$ cat src/assert_macros.svh
// Assertion macros shared by the positional list engine RTL.
`ifndef ASSERT_MACROS_SVH
`define ASSERT_MACROS_SVH

// Same-cycle implication, checked on every rising clock edge outside reset.
`define ASSERT_IMPL(lbl, ante, cons, msg) \
    lbl: assert property (@(posedge i_clk) disable iff (!i_rst_n) (ante) |-> (cons)) \
        else $error(msg);

// Next-cycle implication, checked on every rising clock edge outside reset.
`define ASSERT_NEXT(lbl, ante, cons, msg) \
    lbl: assert property (@(posedge i_clk) disable iff (!i_rst_n) (ante) |=> (cons)) \
        else $error(msg);

`endif

$ cat src/ple_pkg.sv
// Shared types and constants of the positional list engine.
package ple_pkg;

    localparam int DEPTH_DEF       = 64;
    localparam int ENTRY_WIDTH_DEF = 32;
    localparam int KIND_W          = 3;
    localparam int POS_W           = 7;
    localparam int DATA_W          = 32;
    localparam int STATUS_W        = 2;
    localparam int COUNT_W         = 7;

    typedef enum logic [KIND_W-1:0] {
        KIND_INSERT  = 3'd0,
        KIND_DELETE  = 3'd1,
        KIND_REPLACE = 3'd2,
        KIND_READ    = 3'd3,
        KIND_CLEAR   = 3'd4
    } t_kind;

    typedef enum logic [STATUS_W-1:0] {
        ST_OK    = 2'd0,
        ST_RANGE = 2'd1,
        ST_FULL  = 2'd2
    } t_status;

    typedef enum logic [1:0] {
        ACT_NONE   = 2'd0,
        ACT_INSERT = 2'd1,
        ACT_DELETE = 2'd2,
        ACT_WRITE  = 2'd3
    } t_act;

    typedef struct packed {
        t_act    act;
        logic    take;
        t_status status;
    } t_ctl;

endpackage

$ cat src/ple_cell.sv
// One storage cell of the list chain; shifts, loads or holds its entry.
module ple_cell #(
    parameter int DEPTH       = ple_pkg::DEPTH_DEF,
    parameter int IDX         = 0,
    parameter int ENTRY_WIDTH = ple_pkg::ENTRY_WIDTH_DEF
) (
    input  logic                     i_clk,
    input  ple_pkg::t_act            i_act,
    input  logic [$clog2(DEPTH)-1:0] i_index,
    input  logic [ENTRY_WIDTH-1:0]   i_value,
    input  logic [ENTRY_WIDTH-1:0]   i_prev,
    input  logic [ENTRY_WIDTH-1:0]   i_next,
    output logic [ENTRY_WIDTH-1:0]   o_data,
    output logic [ENTRY_WIDTH-1:0]   o_tap
);
    import ple_pkg::*;

    localparam int IW = $clog2(DEPTH);
    localparam logic [IW-1:0] MY_IDX = IW'(IDX);

    logic [ENTRY_WIDTH-1:0] r_data;
    logic [ENTRY_WIDTH-1:0] n_data;
    logic                   w_match;

    assign w_match = (i_index == MY_IDX);

    always_comb begin
        n_data = r_data;
        case (i_act)
            ACT_INSERT: begin
                if (w_match) begin
                    n_data = i_value;
                end else if (i_index < MY_IDX) begin
                    n_data = i_prev;
                end
            end
            ACT_DELETE: begin
                if (i_index <= MY_IDX) begin
                    n_data = i_next;
                end
            end
            ACT_WRITE: begin
                if (w_match) begin
                    n_data = i_value;
                end
            end
            default: begin
                n_data = r_data;
            end
        endcase
    end

    always_ff @(posedge i_clk) begin
        r_data <= n_data;
    end

    assign o_data = r_data;
    assign o_tap  = w_match ? r_data : '0;

endmodule

$ cat config.mk
export PLATFORM = sky130hd
export DESIGN_NAME = ple_cell
export DESIGN_NICKNAME = d
export VERILOG_FILES = /design/src/assert_macros.svh /design/src/ple_pkg.sv /design/src/ple_cell.sv
export SDC_FILE = /design/constraint.sdc
export NUM_CORES = 1
export LEC_CHECK = 0
export BUFFER_PORTS_ARGS = -buffer_cell sky130_fd_sc_hd__buf_2
export CAP_MARGIN = 10
export CORE_ASPECT_RATIO = 0.7
export CORE_MARGIN = 2
export CORE_UTILIZATION = 35
export DETAILED_ROUTE_END_ITERATION = 7
export PLACE_DENSITY = 0.8
export RECOVER_POWER = 25
export SETUP_SLACK_MARGIN = 0.2
export SLEW_MARGIN = 20
export SYNTH_ARGS = -nofsm -noshare
export SYNTH_HDL_FRONTEND = slang
export SYNTH_SLANG_ARGS = --single-unit
export TNS_END_PERCENT = 1
$ cat constraint.sdc
create_clock -name i_clk -period 2.8 [get_ports i_clk]
set_input_delay 0.56 -clock i_clk [delete_from_list [all_inputs] [get_ports i_clk]]
set_output_delay 0.56 -clock i_clk [all_outputs]
set_load 0.02 [all_outputs]
# [Word level (Yosys, flattened, before mapping)]
# Index checks and enable logic that the tools add are counted.
[totals] ff_bits=32 latchBits=0 ram_bits=0 mem_bits_ro=0 in_bits=105 out_inout_bits=64 word_cells=18 n_memories=0
[classes] add_sub_neg=0 mul=0 div=0 n_lt_le_gt_ge=2 n_eq_ne=6 n_shift=0 mux=6 bitwise_logic=0 reduce_logical=3
[op_table] op="$mux W32" count=5
[op_table] op="$pmux W32 S3" count=1
[op_table] op="$le A6 B1 Y1 const B" count=1
[op_table] op="$logic_not A6 Y1" count=1
[op_table] op="$lt A6 B1 Y1 const B" count=1
[op_table] op="$eq A2 B2 Y1 const B" count=2
[op_table] op="$ne A2 B2 Y1 const B" count=2
[op_table] op="$reduce_and A4 Y1" count=1
[op_table] op="$ne A3 B3 Y1 const B" count=1
[op_table] op="$reduce_bool A3 Y1" count=1
[op_table] op="$eq A2 B1 Y1 const B" count=1

# [Logic depth before layout (Yosys ltp)]
[depth] ltp_word=4 depth_mapped=3 ltp_nobuf=2

# [Least setup slack after synthesis]
# No wires, ideal clock.
[synth_path] path_kind="input -> register" start="input port i_index[1]" end="register r_data[0] (netlist: o_data[0]), enable pin" setup_time_ns=0.387 arrival_time_ns=1.855 required_time_ns=2.413 path_slack_ns=0.558 path_stages=3 path_buffers=1 path_cell_list="nor4_4 > buf_6 > o211a_1"
[synth_between] elab_chain_cells=3 elab_cells_between_ends=7 classes_between="order compare: 2; eq/ne: 3; reduce/logical: 2"
[synth_rtl] element="start: declaration" line_no="ple_cell.sv:9" source="input logic [$clog2(DEPTH)-1:0] i_index,"
[synth_rtl] element="$lt A6 B1 Y1, or another cell as far along" line_no="ple_cell.sv:33" source="end else if (i_index < MY_IDX) begin"
[synth_rtl] element="$ne A3 B3 Y1 (no line) / $ne A2 B2 Y1 (equally long branches)"
[synth_rtl] element="$reduce_and A4 Y1 (no line) *"
[synth_rtl] element="end signal: assignment" line_no="ple_cell.sv:54" source="r_data <= n_data;"
[synth_rtl] element="end: declaration" line_no="ple_cell.sv:21" source="logic [ENTRY_WIDTH-1:0] r_data;"
# Every way passes the cells marked *; elsewhere a longest branch is shown, timed or not.
# A chain may end at the register's enable or synchronous reset.

# [Final worst setup path]
[layout_path] start="input port i_index[5]" end="output port o_tap[0]"
[layout_between] elab_chain_cells=2
[layout_rtl] element="$logic_not A6 Y1" line_no="ple_cell.sv:25" source="assign w_match = (i_index == MY_IDX);"
[layout_rtl] element="$mux W32" line_no="ple_cell.sv:58" source="assign o_tap = w_match ? r_data : '0;"
[layout_rtl] element="end: declaration" line_no="ple_cell.sv:14" source="output logic [ENTRY_WIDTH-1:0] o_tap"
# No other way between the ends.

==> impl_metrics.ini <==
[floorplanning]
die_height_microns = 61.0
area_of_the_placeable_core_sq_um = 4400
die_width_microns = 85.5
die_area_sq_um = 5210
design.portCount = 169
floorplan.initialDensity = 0.369
fp-row-count = 20

[drt]
route.final.wire_length_microns = 4100
drt_first_iter_violations = 33
first_pass_iters = 4
drt-vias-per-instance = 4.65
drt.antenna.violating_nets = 0
wl_per_cell_microns = 13.6
routed-via-count = 1403
drcViolationCount = 0

[clock_tree]
clock-root-buffer = clkbuf_8
cts-htree-levels = 2
post-cts-setup-buffer-count = 0
cts_hold_buf = 0
tritoncts = yes
clock_sink_count = 32
post_cts_resize_count = 0
numCtsBuffers = 5
cts.path.max_buffers = 2
cts.reportedPaths.clkPinSlew_ps = 60

[worst_setup_path]
cp_top_family = buffers and inverters
setup.worst_path.end_class = output port
critical_path_start = i_index[5]
crit_buf_inv = 3
cp_data_arrival_time_ps = 1680
critical_path.slowest_cell = nor2_2
cp_slowest_stage_delay_ps = 350
timing.critical_path.from_type = input pin
path_cells = buf_2 > nor2_2 > buf_4 > and3_2 > buf_2
cp_common_cell = buf_2
cp_data_required_time_ps = 2240
timing.critical_path.fanout_max = 22
critical_path_class = in -> out

[sta]
fmaxAchievable_ghz = 0.447
post-route-period-util = 0.799
max_slew_margin = 0.519
tightestPinTransition_ps = 721
timing.final.crit_period_ps = 2240
grt_setup_unrepaired = no
timing.final.hold_violations = 0
timing.final.setup_violations = 0
report.final.slew_viol_count = 0
setup-tns-final_ps = 0

[logic_synthesis]
yosysWarningCount = 0
async_flop_share = 0
synth.avg_cell_area_sq_um = 14.9
synth_top_area_share = 0.591
synthTopCellsByArea = edfxtp_1 (59%), mux2_2 (22%), and3_1 (11%)
synth_area_sq_um = 1630
synth_area_leader_cell = edfxtp_1
synthCells = 109
total_of_flip_flops_plus_latches_after_synthesis = 32
yosys.cell_types.count = 10
top_reg_cell_synth = edfxtp_1
netlist_top_cells_count = edfxtp_1 (32), mux2_2 (32), and3_1 (29), buf_2 (4)
synth.net_count = 214
count_of_flip_flops_with_a_built_in_enable_after_synthesis = 32
synth_sequential_area_ratio = 0.591

[global_routing]
first_global_vias = 1341
track_usage = 0.156
pin_count_of_the_biggest_net_entering_global_routing = 34
overflow_left_after_global_routing = 0
grt_antenna_before_repair = 0
grt_pass1_wl_microns = 6110

[cells_and_area]
design.final.nets = 351
antenna_cells = 0
final.fill_count = 391
largest_register_ffs = 32
layout.cell_area.non_filler_sq_um = 2390
final_core_util = 0.544
share_of_cells_above_drive_strength_1 = 0.644
syn_to_final_growth_pct = 47.3

[power_and_ir_drop]
power.static_leakage_nw = 1.21
power.density_cell_area_nw_per_um2 = 416
max-vdd-ir-drop_v = 0.000258

[place]
dp.final_hpwl_microns = 3130
dpl-instance-area_sq_um = 2340
gp_congestion = 0.716
placement.io_buffers = 136

[job]
max_cap_viol_count = 0

[min_path]
hold_path_startpoint = i_next[8]
worst_min_delay_path_class = in -> reg

[outcome]
result_of_the_run = complete, no violations
## where the power goes
group	internal [mW]	switching (mW)	leakage, nW
combinational	0.0747	0.0539	0.880
clock	0.173	0.156	0.0399
sequential	0.536	0.00175	0.288
total	0.783	0.212	1.21
## layout by cell type, fill, tap and decap left out
cell type,n
clkbuf_1,24
buf_2,114
and3_1,29
nor4_4,1
nor2_2,1
edfxtp_1,32
mux2_2,31
clkbuf_8,5
o211a_1,1
mux2_1,1
clkinv_1,1
and3_2,3
buf_4,4
## metrics by stage
| stage | hold WS [ps] | std cells | setup WS (ps) | power [mW] |
|---|---|---|---|---|
| floorplan | 780 | 109 | 558 | 0.615 |
| global placement | 863 | 294 | 582 | 0.675 |
| detailed placement | 864 | 294 | 546 | 0.679 |
| CTS | 575 | 302 | 546 | 1.01 |
| global route | 576 | 302 | 446 | 1.05 |
| finish | 586 | 302 | 562 | 0.995 |
## final timing paths
kind	cells after the start	slack [ps]	endpoint
worst max-delay path	5	560	o_tap[0]
worst min-delay path	2	590	o_data[8]
## layout make-up
| class | count | area [sq um] | share of cell area |
|---|---|---|---|
| sequential | 32 | 961 | 0.401 |
| timing repair buffer | 140 | 683 | 0.285 |
| multi-input combinational | 67 | 602 | 0.251 |
| clock buffer | 7 | 76.3 | 0.0319 |
| tap | 55 | 68.8 | 0.0287 |
| clock inverter | 1 | 3.75 | 0.00157 |
## per-layer routing
layer	wire [microns]	global-route usage
met1	1650	0.180
met2	1910	0.272
met3	508	0.0670
met4	31	0.0454
met5	0	0
## cell families after synthesis
family,Yosys count,synth area share
muxes,32,0.222
and+or+nand+nor,34,0.141
AOI/OAI and AO/OA,1,0.00616
DFF,32,0.591
buffers and inverters,10,0.0400
(Power assumes the default switching activity.)
