==> config.mk <==
export PLATFORM = sky130hd
export DESIGN_NAME = ple_ctrl
export DESIGN_NICKNAME = d
export VERILOG_FILES = /design/src/assert_macros.svh /design/src/ple_pkg.sv /design/src/ple_ctrl.sv
export SDC_FILE = /design/constraint.sdc
export NUM_CORES = 1
export LEC_CHECK = 0
export BUFFER_PORTS_ARGS = -buffer_cell sky130_fd_sc_hd__buf_4
export CAP_MARGIN = 30
export CORE_MARGIN = 4
export CORE_UTILIZATION = 27
export CTS_CLUSTER_SIZE = 10
export DETAILED_ROUTE_END_ITERATION = 16
export PLACE_DENSITY = 0.54
export SYNTH_ARGS = -nofsm -noshare
export SYNTH_HDL_FRONTEND = slang
export SYNTH_SLANG_ARGS = --single-unit
==> constraint.sdc <==
create_clock -name i_clk -period 4.2 [get_ports i_clk]
set_input_delay 0.84 -clock i_clk [delete_from_list [all_inputs] [get_ports i_clk]]
set_output_delay 0.84 -clock i_clk [all_outputs]
set_load 0.01 [all_outputs]
==> src/assert_macros.svh <==
// Assertion macros shared by the positional list engine RTL.
`ifndef ASSERT_MACROS_SVH
`define ASSERT_MACROS_SVH

// Same-cycle implication, checked on every rising clock edge outside reset.
`define ASSERT_IMPL(lbl, ante, cons, msg) \
    lbl: assert property (@(posedge i_clk) disable iff (!i_rst_n) (ante) |-> (cons)) \
        else $error(msg);

// Next-cycle implication, checked on every rising clock edge outside reset.
`define ASSERT_NEXT(lbl, ante, cons, msg) \
    lbl: assert property (@(posedge i_clk) disable iff (!i_rst_n) (ante) |=> (cons)) \
        else $error(msg);

`endif

==> src/ple_pkg.sv <==
// Shared types and constants of the positional list engine.
package ple_pkg;

    localparam int DEPTH_DEF       = 64;
    localparam int ENTRY_WIDTH_DEF = 32;
    localparam int KIND_W          = 3;
    localparam int POS_W           = 7;
    localparam int DATA_W          = 32;
    localparam int STATUS_W        = 2;
    localparam int COUNT_W         = 7;

    typedef enum logic [KIND_W-1:0] {
        KIND_INSERT  = 3'd0,
        KIND_DELETE  = 3'd1,
        KIND_REPLACE = 3'd2,
        KIND_READ    = 3'd3,
        KIND_CLEAR   = 3'd4
    } t_kind;

    typedef enum logic [STATUS_W-1:0] {
        ST_OK    = 2'd0,
        ST_RANGE = 2'd1,
        ST_FULL  = 2'd2
    } t_status;

    typedef enum logic [1:0] {
        ACT_NONE   = 2'd0,
        ACT_INSERT = 2'd1,
        ACT_DELETE = 2'd2,
        ACT_WRITE  = 2'd3
    } t_act;

    typedef struct packed {
        t_act    act;
        logic    take;
        t_status status;
    } t_ctl;

endpackage

==> src/ple_ctrl.sv <==
// Request decoder and entry counter of the positional list engine.
module ple_ctrl #(
    parameter int DEPTH = ple_pkg::DEPTH_DEF
) (
    input  logic                       i_clk,
    input  logic                       i_rst_n,
    input  logic                       i_accept,
    input  logic [ple_pkg::KIND_W-1:0] i_kind,
    input  logic [ple_pkg::POS_W-1:0]  i_position,
    output ple_pkg::t_ctl              o_ctl,
    output logic [$clog2(DEPTH)-1:0]   o_index,
    output logic [$clog2(DEPTH+1)-1:0] o_count
);
    import ple_pkg::*;

    localparam int IW = $clog2(DEPTH);
    localparam int CW = $clog2(DEPTH + 1);
    localparam int PW = (CW > POS_W) ? CW : POS_W;

    logic [CW-1:0] r_count;
    logic [CW-1:0] n_count;
    logic [PW-1:0] w_pos;
    logic [PW-1:0] w_cnt;

    assign w_pos   = PW'(i_position);
    assign w_cnt   = PW'(r_count);
    assign o_index = IW'(i_position);

    always_comb begin
        n_count      = r_count;
        o_ctl.act    = ACT_NONE;
        o_ctl.take   = 1'b0;
        o_ctl.status = ST_OK;
        unique case (t_kind'(i_kind))
            KIND_INSERT: begin
                if (w_pos > w_cnt) begin
                    o_ctl.status = ST_RANGE;
                end else if (r_count == CW'(DEPTH)) begin
                    o_ctl.status = ST_FULL;
                end else begin
                    o_ctl.act = ACT_INSERT;
                    n_count   = r_count + 1'b1;
                end
            end
            KIND_DELETE: begin
                if (w_pos >= w_cnt) begin
                    o_ctl.status = ST_RANGE;
                end else begin
                    o_ctl.act  = ACT_DELETE;
                    o_ctl.take = 1'b1;
                    n_count    = r_count - 1'b1;
                end
            end
            KIND_REPLACE: begin
                if (w_pos >= w_cnt) begin
                    o_ctl.status = ST_RANGE;
                end else begin
                    o_ctl.act = ACT_WRITE;
                end
            end
            KIND_READ: begin
                if (w_pos >= w_cnt) begin
                    o_ctl.status = ST_RANGE;
                end else begin
                    o_ctl.take = 1'b1;
                end
            end
            KIND_CLEAR: begin
                n_count = '0;
            end
            default: begin
                n_count = r_count;
            end
        endcase
        if (!i_accept) begin
            n_count   = r_count;
            o_ctl.act = ACT_NONE;
        end
    end

    always_ff @(posedge i_clk) begin
        if (!i_rst_n) begin
            r_count <= '0;
        end else begin
            r_count <= n_count;
        end
    end

    assign o_count = r_count;

endmodule
# == Yosys cells after proc, flatten, opt, wreduce, memory -nomap -nowiden ==
# Cells that the tools add are included.
# totals
output_inout_bits,18
regBits,7
input_bits,13
word_cells,33
# classes
order_cmp,2
eq_ne,8
n_mux,16
reduce_logical,4
n_addsub,2
# ops
operator,n
2-to-1 mux 7 bit,3
one-hot mux 7 bit (3 select lines),1
2-to-1 mux 2 bit,4
adder 7 x 1 -> 7 bit (second input constant),1
== test 7 bit (second input constant),1
greater-or-equal comparator 7 bit,1
> comparator 7 bit,1
subtractor 7 x 1 -> 7 bit (second input constant),1
== test 3 x 2 -> 1 bit (second input constant),2
!= test 2 bit (second input constant),3
one-hot mux 2 bit (3 select lines),1
AND reduction 5 bit,1
2-to-1 mux 1 bit,4
one-hot mux 2 bit (2 select lines),1
== test 3 x 1 -> 1 bit (second input constant),1
== test 3 bit (second input constant),1
zero test 3 bit,1
2-to-1 mux 3 bit,1
nonzero test 3 bit,1
OR reduction 3 bit,1
one-hot mux 1 bit (2 select lines),1

# == Depth between registers and ports, before layout ==
# Gate-level depths: netlist of run 1.
# depth
ltp_word,5
mapped_depth,9
ltp_nobuf,8

# == Worst setup path after synthesis of run 1 ==
# Ideal clock, no wire load.
# synth_path
path_kind,input to register
startpoint,input i_kind[0] (netlist bit)
endpoint,register r_count[6] (netlist: o_count[6])
path_slack_ps,947
cell_stages,9
setup_time_ps,120
arrival_ps,3134
required_time_ps,4080
n_path_buf,1
path_cell_list,buf_2 nor3b_1 ha_1 a211oi_1 o21bai_1 a21oi_1 xor2_1 and2_1 a211o_1
# synth_between
elab_chain_cells,3
# synth_lines
element,line,source
start: declaration,ple_ctrl.sv:8,"input logic [ple_pkg::KIND_W-1:0] i_kind,"
"== test 3 x 1 -> 1 bit, or another cell as far along",ple_ctrl.sv:34,unique case (t_kind'(i_kind))
!= test 2 bit (no source line) / nonzero test 3 bit (equally long branches),n/a,
AND reduction 5 bit (no source line),n/a,
end signal: assignment,ple_ctrl.sv:85,r_count <= n_count;
end: declaration,ple_ctrl.sv:20,logic [CW-1:0] r_count;
# Parallel ways exist; a longest one is shown, timed or not.
# A chain may end at the register's enable or synchronous reset.

==> results.json, run 1 <==
{
  "outcome": "completed",
  "area_growth_pct": 29.0,
  "ys_ff_latch": 7,
  "critical_path_class": "input port to primary output",
  "nFillCells": 338,
  "holdWs_ps": 601,
  "clk_pin_slew_ps": 60,
  "rsz0062_at_grt": "no",
  "largest_reg_flops": 7,
  "post_cts_resize_count": 0,
  "power_frac_seq_pct": 35.5,
  "synth_area_per_cell_um2": 8.27,
  "cts_tree": "done",
  "rows": 20,
  "design.core.area_um2": 3100,
  "drv_slew": 0,
  "cts-root-buf": "clkbuf_4",
  "h-tree-depth": 1,
  "dp_hpwl_um": 1710,
  "netlist_area_um2": 885,
  "port_buffers": 30,
  "num_vias": 821,
  "clock_power_share_pct": 31.9,
  "die_y_um": 65.2,
  "grt_pass1_wl_um": 3470,
  "viasPerCell": 4.64,
  "crit_end": "o_ctl[3]",
  "drtPass1Iterations": 4,
  "finalHoldViolations": 0,
  "r2r-end": "o_count[6]",
  "fp.dieW_um": 65.2,
  "drtIter0Drc": 15,
  "cts_hold_buffers": 0,
  "initial_core_util_pct": 28.5,
  "critPathRequiredTime_ps": 3360,
  "internal_power_mw": 0.134,
  "finish.utilization_pct": 36.8,
  "num_antenna_cells": 0,
  "synth_top_area_share_pct": 17.0,
  "hp-class": "flip-flop to flip-flop",
  "netlist_instances": 107,
  "maxCapViolCount": 0,
  "period_minus_slack_ps": 3280,
  "wl_per_cell_um": 11.5,
  "critPathLaunchType": "input port",
  "tns_ps": 0,
  "synth_warnings": 0,
  "reg2regPathDepth": 7,
  "finClkSkew_ps": 5.55,
  "slew_headroom_pct": 70.5,
  "drtAntennaViolNets": 0,
  "max_freq_mhz": 305,
  "wl_um": 2030,
  "num-nets-final": 160,
  "ios": 31,
  "worstSkewPairLatency_ps": 260,
  "worst_pin_slew_ps": 437,
  "crit_path_end_kind": "primary output",
  "period_share_pct": 78.2,
  "cts_buffers": 3,
  "synthTopCellsByArea": "ha_1 17%, dfxtp_1 16%, buf_4 5.1%",
  "grt_pass1_vias": 799,
  "power_switching_mw": 0.0622,
  "synth_cell_types": 38,
  "timing.rr.start": "o_count[0]",
  "worstPathMaxFanout": 4,
  "ir_drop_v": 0.0000847,
  "cts.sinks": 7,
  "switching_share_pct": 31.6,
  "dpl_worst_slack_ps": 899,
  "startpoint": "i_position[0]",
  "comb_power_share_pct": 32.6,
  "drive_above_1_share_pct": 31.6,
  "r2r_slack_ps": 2040,
  "fin_ws_ps": 916,
  "leakagePower_nw": 0.532,
  "cts_buffer_depth": 2,
  "power_density_nw_per_um2": 172,
  "ys_seq_area_share_pct": 15.8,
  "grtUsageTotal_pct": 10.5,
  "setup_viol": 0,
  "overflow": 0,
  "grt_max_degree": 10,
  "arrival_ps": 2440,
  "gp_congestion": 0.774,
  "drc": 0,
  "yosys.area.top_type": "ha_1",
  "post_cts_buffers": 0,
  "antenna_found_initial": 0,
  "die-area_um2": 4260,
  "syn_nets": 133
}
-- power groups by stage --
stage	logic (mW)	clock network (mW)	registers, mW
floorplan	0.0438	0	0.0713
global placement	0.0639	0	0.0712
detailed placement	0.0648	0	0.0713
CTS	0.0649	0.0661	0.0698
global route	0.0715	0.0709	0.0702
finish	0.0641	0.0628	0.0698
-- layout make-up --
type / instances / area (um^2) / area share (%)
sequential: 7 / 140 / 12.3
timing repair buffer: 31 / 233 / 20.4
clock inverter: 1 / 5.00 / 0.439
multi-input combinational: 80 / 644 / 56.5
inverter: 11 / 41.3 / 3.62
clock buffer: 3 / 22.5 / 1.97
tap: 44 / 55.1 / 4.82
-- synthesized netlist by cell type (all sizes together) --
| cell | count |
|---|---|
| a21o | 1 |
| inv | 11 |
| o21ai | 7 |
| buf | 8 |
| a22o | 5 |
| xor2 | 3 |
| xnor2 | 2 |
| a21oi | 8 |
| dfxtp | 7 |
| nand4 | 2 |
| nor3 | 3 |
| a211oi | 3 |
| a211o | 2 |
| and2 | 3 |
| o31a | 1 |
| mux2 | 1 |
| nor2 | 9 |
| nand2 | 4 |
| nor4 | 2 |
| nand2b | 1 |
| ha | 12 |
| nor3b | 1 |
| o32ai | 1 |
| nand3 | 2 |
| clkbuf | 1 |
| and2b | 1 |
| o21bai | 2 |
| and3 | 1 |
| nor2b | 1 |
| o21a | 1 |
| fa | 1 |
-- routing by layer --
metal	track usage (%)	part of all wire [%]	wire length [um]
met5	0	0	0
met4	4.66	1.4	29
met3	2.22	5.6	113
met2	17.6	49	990
met1	12.7	44	894
-- placed cells by master, fill, tap and decap left out, drive strengths merged --
| cell | synthesis | routed |
|---|---|---|
| a22o | 5 | 5 |
| clkinv | 0 | 1 |
| buf | 8 | 31 |
| nand2 | 4 | 4 |
| nor2b | 1 | 1 |
| nand3 | 2 | 2 |
| inv | 11 | 11 |
| and3 | 1 | 1 |
| nand2b | 1 | 1 |
| o32ai | 1 | 1 |
| o31a | 1 | 1 |
| nor4 | 2 | 2 |
| fa | 1 | 1 |
| a211oi | 3 | 3 |
| mux2 | 1 | 1 |
| and2b | 1 | 1 |
| dfxtp | 7 | 7 |
| nor2 | 9 | 9 |
| nand4 | 2 | 2 |
| xnor2 | 2 | 2 |
| a21o | 1 | 1 |
| a21oi | 8 | 8 |
| o21a | 1 | 1 |
| ha | 12 | 12 |
| nor3 | 3 | 3 |
| o21ai | 7 | 7 |
| clkbuf | 1 | 3 |
| a211o | 2 | 2 |
| and2 | 3 | 3 |
| o21bai | 2 | 2 |
| xor2 | 3 | 3 |
| nor3b | 1 | 1 |
-- metrics by stage --
stage / std cells / power, mW / cell area [um^2]
finish: 177 / 0.197 / 1140
detailed placement: 173 / 0.136 / 1110
global route: 177 / 0.213 / 1140
global placement: 173 / 0.135 / 1110
floorplan: 107 / 0.115 / 885
CTS: 177 / 0.201 / 1140
-- worst max-delay path: stages --
cell and delay [ps]:
buf_4 80, inv_1 30, ha_1 290, nand2b_4 140, a211o_1 320, a21oi_4 190
nor2b_1 220, nand3_1 90, o21ai_0 80, buf_4 140
-- worst min-delay path by stage --
stage | startpoint | slack, ps | cells past startpoint | to
floorplan | o_count[5] | 570 | 1 | o_count[5]
global placement | o_count[5] | 570 | 1 | o_count[5]
detailed placement | o_count[5] | 580 | 1 | o_count[5]
CTS | o_count[3] | 610 | 1 | o_count[3]
global route | o_count[3] | 620 | 1 | o_count[3]
finish | o_count[3] | 600 | 1 | o_count[3]
-- kinds of logic (layout without fill, tap and decap cells) --
| kind of cell | after synthesis | count (layout) | share of synthesized area, % |
|---|---|---|---|
| xor gates and xnor gates | 5 | 5 | 4.95 |
| AOI/OAI and AO/OA | 31 | 31 | 26.7 |
| and+or+nand+nor | 30 | 30 | 20.7 |
| muxes | 1 | 1 | 1.27 |
| buffers and inverters | 20 | 46 | 11.3 |
| adders and majority gates | 13 | 13 | 19.2 |
| DFF | 7 | 7 | 15.8 |
(Power assumes the default switching activity.)
==> run 2, diff against run 1 <==
- clock period: 4.2 -> 3.3 ns (I/O delays scaled with it)
==> results.json, run 2 (synthesized netlist as in run 1, its figures left out) <==
{
  "outcome": "completed",
  "grt_pass1_wl_um": 3460,
  "timing.rr.start": "o_count[0]",
  "critPathRequiredTime_ps": 2640,
  "rsz0062_at_grt": "no",
  "leakagePower_nw": 0.532,
  "cts-root-buf": "clkbuf_4",
  "critical_path_class": "input port to primary output",
  "drc": 0,
  "finish.utilization_pct": 36.8,
  "post_cts_buffers": 0,
  "drtIter0Drc": 19,
  "drtAntennaViolNets": 0,
  "cpMostUsedCell": "buf_4",
  "cp_num_buf_inv": 3,
  "tns_ps": 0,
  "num-nets-final": 160,
  "hold-path-endpoint": "o_count[5]",
  "gp_congestion": 0.774,
  "overflow": 0,
  "holdPathStages": 1,
  "h-tree-depth": 1,
  "critPathLaunchType": "input port",
  "antenna_found_initial": 0,
  "largest_reg_flops": 7,
  "drtPass1Iterations": 4,
  "dp_hpwl_um": 1690,
  "die_y_um": 65.2,
  "clk_pin_slew_ps": 50,
  "holdWs_ps": 581,
  "period_minus_slack_ps": 2930,
  "num_antenna_cells": 0,
  "r2r_slack_ps": 1150,
  "area_growth_pct": 29.0,
  "drive_above_1_share_pct": 31.6,
  "hp-class": "flip-flop to flip-flop",
  "arrival_ps": 2270,
  "wl_um": 2020,
  "path_delay_family": "compound AO/OA/AOI/OAI gates",
  "setup_viol": 0,
  "r2r-end": "o_count[6]",
  "worst_pin_slew_ps": 445,
  "worst_path_max_delay_cell": "a211o_1",
  "placed_cell_area_um2": 1110,
  "finalHoldViolations": 0,
  "port_buffers": 30,
  "viasPerCell": 4.56,
  "worstPathMaxFanout": 4,
  "design.core.area_um2": 3100,
  "max_freq_mhz": 342,
  "crit_path_end_kind": "primary output",
  "ir_drop_v": 0.000146,
  "max_stage_delay_ps": 320,
  "cts_hold_buffers": 0,
  "num_vias": 808,
  "initial_core_util_pct": 28.5,
  "final_common_cell": "buf_4",
  "grt_max_degree": 10,
  "cts_tree": "done",
  "slew_headroom_pct": 70.0,
  "grtUsageTotal_pct": 10.4,
  "path_cells": "buf_4, inv_1, ha_1, nand2b_4, a211o_1, a21oi_4, nor2b_1, nand3_1, o21ai_0, buf_4",
  "maxCapViolCount": 0,
  "worstSkewPairLatency_ps": 260,
  "die-area_um2": 4260,
  "ios": 31,
  "fin_area_um2": 1140,
  "cts_buffers": 3,
  "reg2regPathDepth": 7,
  "period_share_pct": 88.7,
  "cts_buffer_depth": 2,
  "power_density_nw_per_um2": 220,
  "wl_per_cell_um": 11.4,
  "cts.sinks": 7,
  "fp.dieW_um": 65.2,
  "rows": 20,
  "post_cts_resize_count": 0,
  "most-common-layout-cells": "31 x buf_4, 12 x ha_1, 11 x inv_1, 8 x nor2_1",
  "drv_slew": 0,
  "holdCritStartpoint": "o_count[5]",
  "finClkSkew_ps": 5.81,
  "grt_pass1_vias": 791
}
## run 2: worst reg2reg max path, stage by stage, from the launching register on
cell and delay (ps):
dfxtp_1 380, fa_1 500, a211oi_1 310, o21bai_1 130, a21oi_1 190, xor2_1 100
and2_1 160, a211o_1 270
## run 2: worst max-delay path by stage
stage	startpoint	endpoint	slack [ps]	cells past startpoint
after floorplan	i_kind[0]	o_count[6]	230	9
after global placement	i_position[0]	o_ctl[3]	410	10
after detailed placement	i_position[0]	o_ctl[3]	370	10
after CTS	i_position[0]	o_ctl[3]	360	10
after global routing	o_count[0]	o_ctl[3]	150	8
final	i_position[0]	o_ctl[3]	370	10
## run 2: area by class of cell
type,instances,area [um^2]
Multi-Input combinational cell,80,644
Fill cell,337,1960
Clock buffer,3,22.5
Clock inverter,1,5.00
Timing Repair Buffer,31,233
Tap cell,44,55.1
Sequential cell,7,140
Inverter,11,41.3
## run 2: metal layers
layer  vias to the layer above  GRT usage [%]  share of wire, %
li1                        427              -                 -
met1                       360           13.1                47
met2                        18           16.7                46
met3                         3           2.39               5.2
met4                         0           4.66               1.4
met5                         -              0                 0
## run 2: metrics by stage
| stage | total power, mW | std cells | setup slack, ps |
|---|---|---|---|
| 6_report | 0.251 | 177 | 374 |
| 5_1_grt | 0.268 | 177 | 150 |
| 4_1_cts | 0.255 | 177 | 360 |
| 3_5_place_dp | 0.173 | 173 | 368 |
| 3_3_place_gp | 0.172 | 173 | 412 |
| 2_1_floorplan | 0.146 | 107 | 227 |
## run 2: where the power goes
part	leakage (nW)	internal [mW]	switching [mW]
registers	0.0565	0.0861	0.00274
logic	0.458	0.0406	0.0410
clock network	0.0177	0.0445	0.0356
total	0.532	0.171	0.0794
==> run 3, diff against run 2 <==
--- a/config.mk
+++ b/config.mk
@@ -9,2 +9,3 @@
 export CAP_MARGIN = 30
+export CORE_ASPECT_RATIO = 0.7
 export CORE_MARGIN = 4
==> constraint.sdc (replaced) <==
create_clock -name i_clk -period 3.3 [get_ports i_clk]
set_input_delay 0.33 -clock i_clk [delete_from_list [all_inputs] [get_ports i_clk]]
set_output_delay 0.33 -clock i_clk [all_outputs]
set_load 0.01 [all_outputs]
==> results.json, run 3 (synthesized netlist as in run 1, its figures left out) <==
{
  "rsz0062_at_grt": "no",
  "post_cts_buffers": 0,
  "finish.utilization_pct": 36.6,
  "drv_slew": 0,
  "dp_hpwl_um": 1820,
  "dpl_worst_slack_ps": 876,
  "h-tree-depth": 1,
  "wl_um": 2190,
  "critical_path_class": "flip-flop to primary output",
  "rows": 17,
  "period_share_pct": 77.0,
  "design.core.area_um2": 3150,
  "finClkSkew_ps": 1.55,
  "finalHoldViolations": 0,
  "grt_pass1_wl_um": 3700,
  "cts-root-buf": "clkbuf_8",
  "final_cells": 171,
  "arrival_ps": 2210,
  "met1_usage_pct": 14.3,
  "dp.cells": 167,
  "leakagePower_nw": 0.537,
  "outcome": "completed",
  "cts.sinks": 7,
  "overflow": 0,
  "cts_tree": "done",
  "critPathLaunchType": "flip-flop",
  "die-area_um2": 4270,
  "initial_core_util_pct": 28.1,
  "fin_ws_ps": 758,
  "slew_headroom_pct": 70.3,
  "ir_drop_v": 0.000107,
  "maxCapViolCount": 0,
  "viasPerCell": 4.84,
  "power_density_nw_per_um2": 256,
  "comb_power_share_pct": 28.0,
  "antenna_found_initial": 0,
  "clock_power_share_pct": 41.8,
  "clk_pin_slew_ps": 40,
  "fp.dieW_um": 76.4,
  "drtPass1Iterations": 4,
  "setup_viol": 0,
  "final_common_cell": "buf_4",
  "area_growth_pct": 30.1,
  "grt_max_degree": 10,
  "holdWs_ps": 590,
  "drtIter0Drc": 38,
  "grt_pass1_vias": 810,
  "worst_pin_slew_ps": 441,
  "largest_reg_flops": 7,
  "num-nets-final": 160,
  "most-common-layout-cells": "31 x buf_4, 12 x ha_1, 11 x inv_1, 8 x nor2_1",
  "internal_power_mw": 0.211,
  "cts_hold_buffers": 0,
  "critPathRequiredTime_ps": 2970,
  "nFillCells": 345,
  "max_freq_mhz": 393,
  "die_y_um": 55.9,
  "hp-class": "flip-flop to flip-flop",
  "switching_share_pct": 28.5,
  "met3_usage_pct": 3.24,
  "grtUsageTotal_pct": 10.5,
  "power_switching_mw": 0.0839,
  "tns_ps": 0,
  "cts_buffer_depth": 2,
  "num_antenna_cells": 0,
  "crit_path_end_kind": "primary output",
  "drc": 0,
  "drtAntennaViolNets": 0,
  "wl_per_cell_um": 12.8,
  "ios": 31,
  "grt_util_met2_pct": 16.4,
  "worstPathMaxFanout": 6,
  "gp_congestion": 0.806,
  "drive_above_1_share_pct": 30.8,
  "busiest_layer": "met2",
  "period_minus_slack_ps": 2540,
  "power_frac_seq_pct": 30.3,
  "port_buffers": 30,
  "cts_buffers": 3,
  "post_cts_resize_count": 0,
  "num_vias": 827,
  "worstSkewPairLatency_ps": 230
}
[run 3: cell types whose count changed in the layout (fill, tap and decap cells not counted)]
cell      previous run  this run
clkbuf_4             3         0
clkinv_2             1         0
clkbuf_1             0         1
clkbuf_8             0         3
[run 3: worst paths after layout]
check,startpoint,end,slack (ps),cells past startpoint
max,o_count[0],o_ctl[3],760,8
min,o_count[5],o_count[5],590,1
max reg2reg,o_count[0],o_count[6],1140,7
min reg2reg,o_count[5],o_count[5],590,1
[run 3: cell type report]
cell class | count | area [um^2] | area share (%)
Sequential cell | 7 | 140 | 12.2
Multi-Input combinational cell | 80 | 644 | 56.0
Tap cell | 38 | 47.5 | 4.13
Inverter | 11 | 41.3 | 3.59
Timing Repair Buffer | 31 | 233 | 20.2
Clock buffer | 4 | 45.0 | 3.91
[run 3: power by group through the flow]
stage | registers (mW) | logic, mW | clock network [mW]
2_1_floorplan | 0.0907 | 0.0558 | 0
3_3_place_gp | 0.0909 | 0.0817 | 0
3_5_place_dp | 0.0909 | 0.0831 | 0
4_1_cts | 0.0894 | 0.0834 | 0.128
5_1_grt | 0.0897 | 0.0909 | 0.135
6_report | 0.0893 | 0.0824 | 0.123
[run 3: metrics by stage]
stage          total power [mW]  cell area, um^2
6_report                  0.295             1150
5_1_grt                   0.316             1150
4_1_cts                   0.301             1150
3_5_place_dp              0.174             1110
3_3_place_gp              0.173             1110
2_1_floorplan             0.146              885
[run 3: worst max-delay path, cell delays in order (launching register included)]
cell,delay (ps)
dfxtp_1,460
ha_1,300
nand2b_4,140
a211o_1,320
a21oi_4,210
nor2b_1,230
nand3_1,100
o21ai_0,80
buf_4,140
[run 3: layer usage]
metal	wire [um]	up-vias
li1	-	431
met1	1110	375
met2	945	21
met3	136	0
met4	0	0
met5	0	-
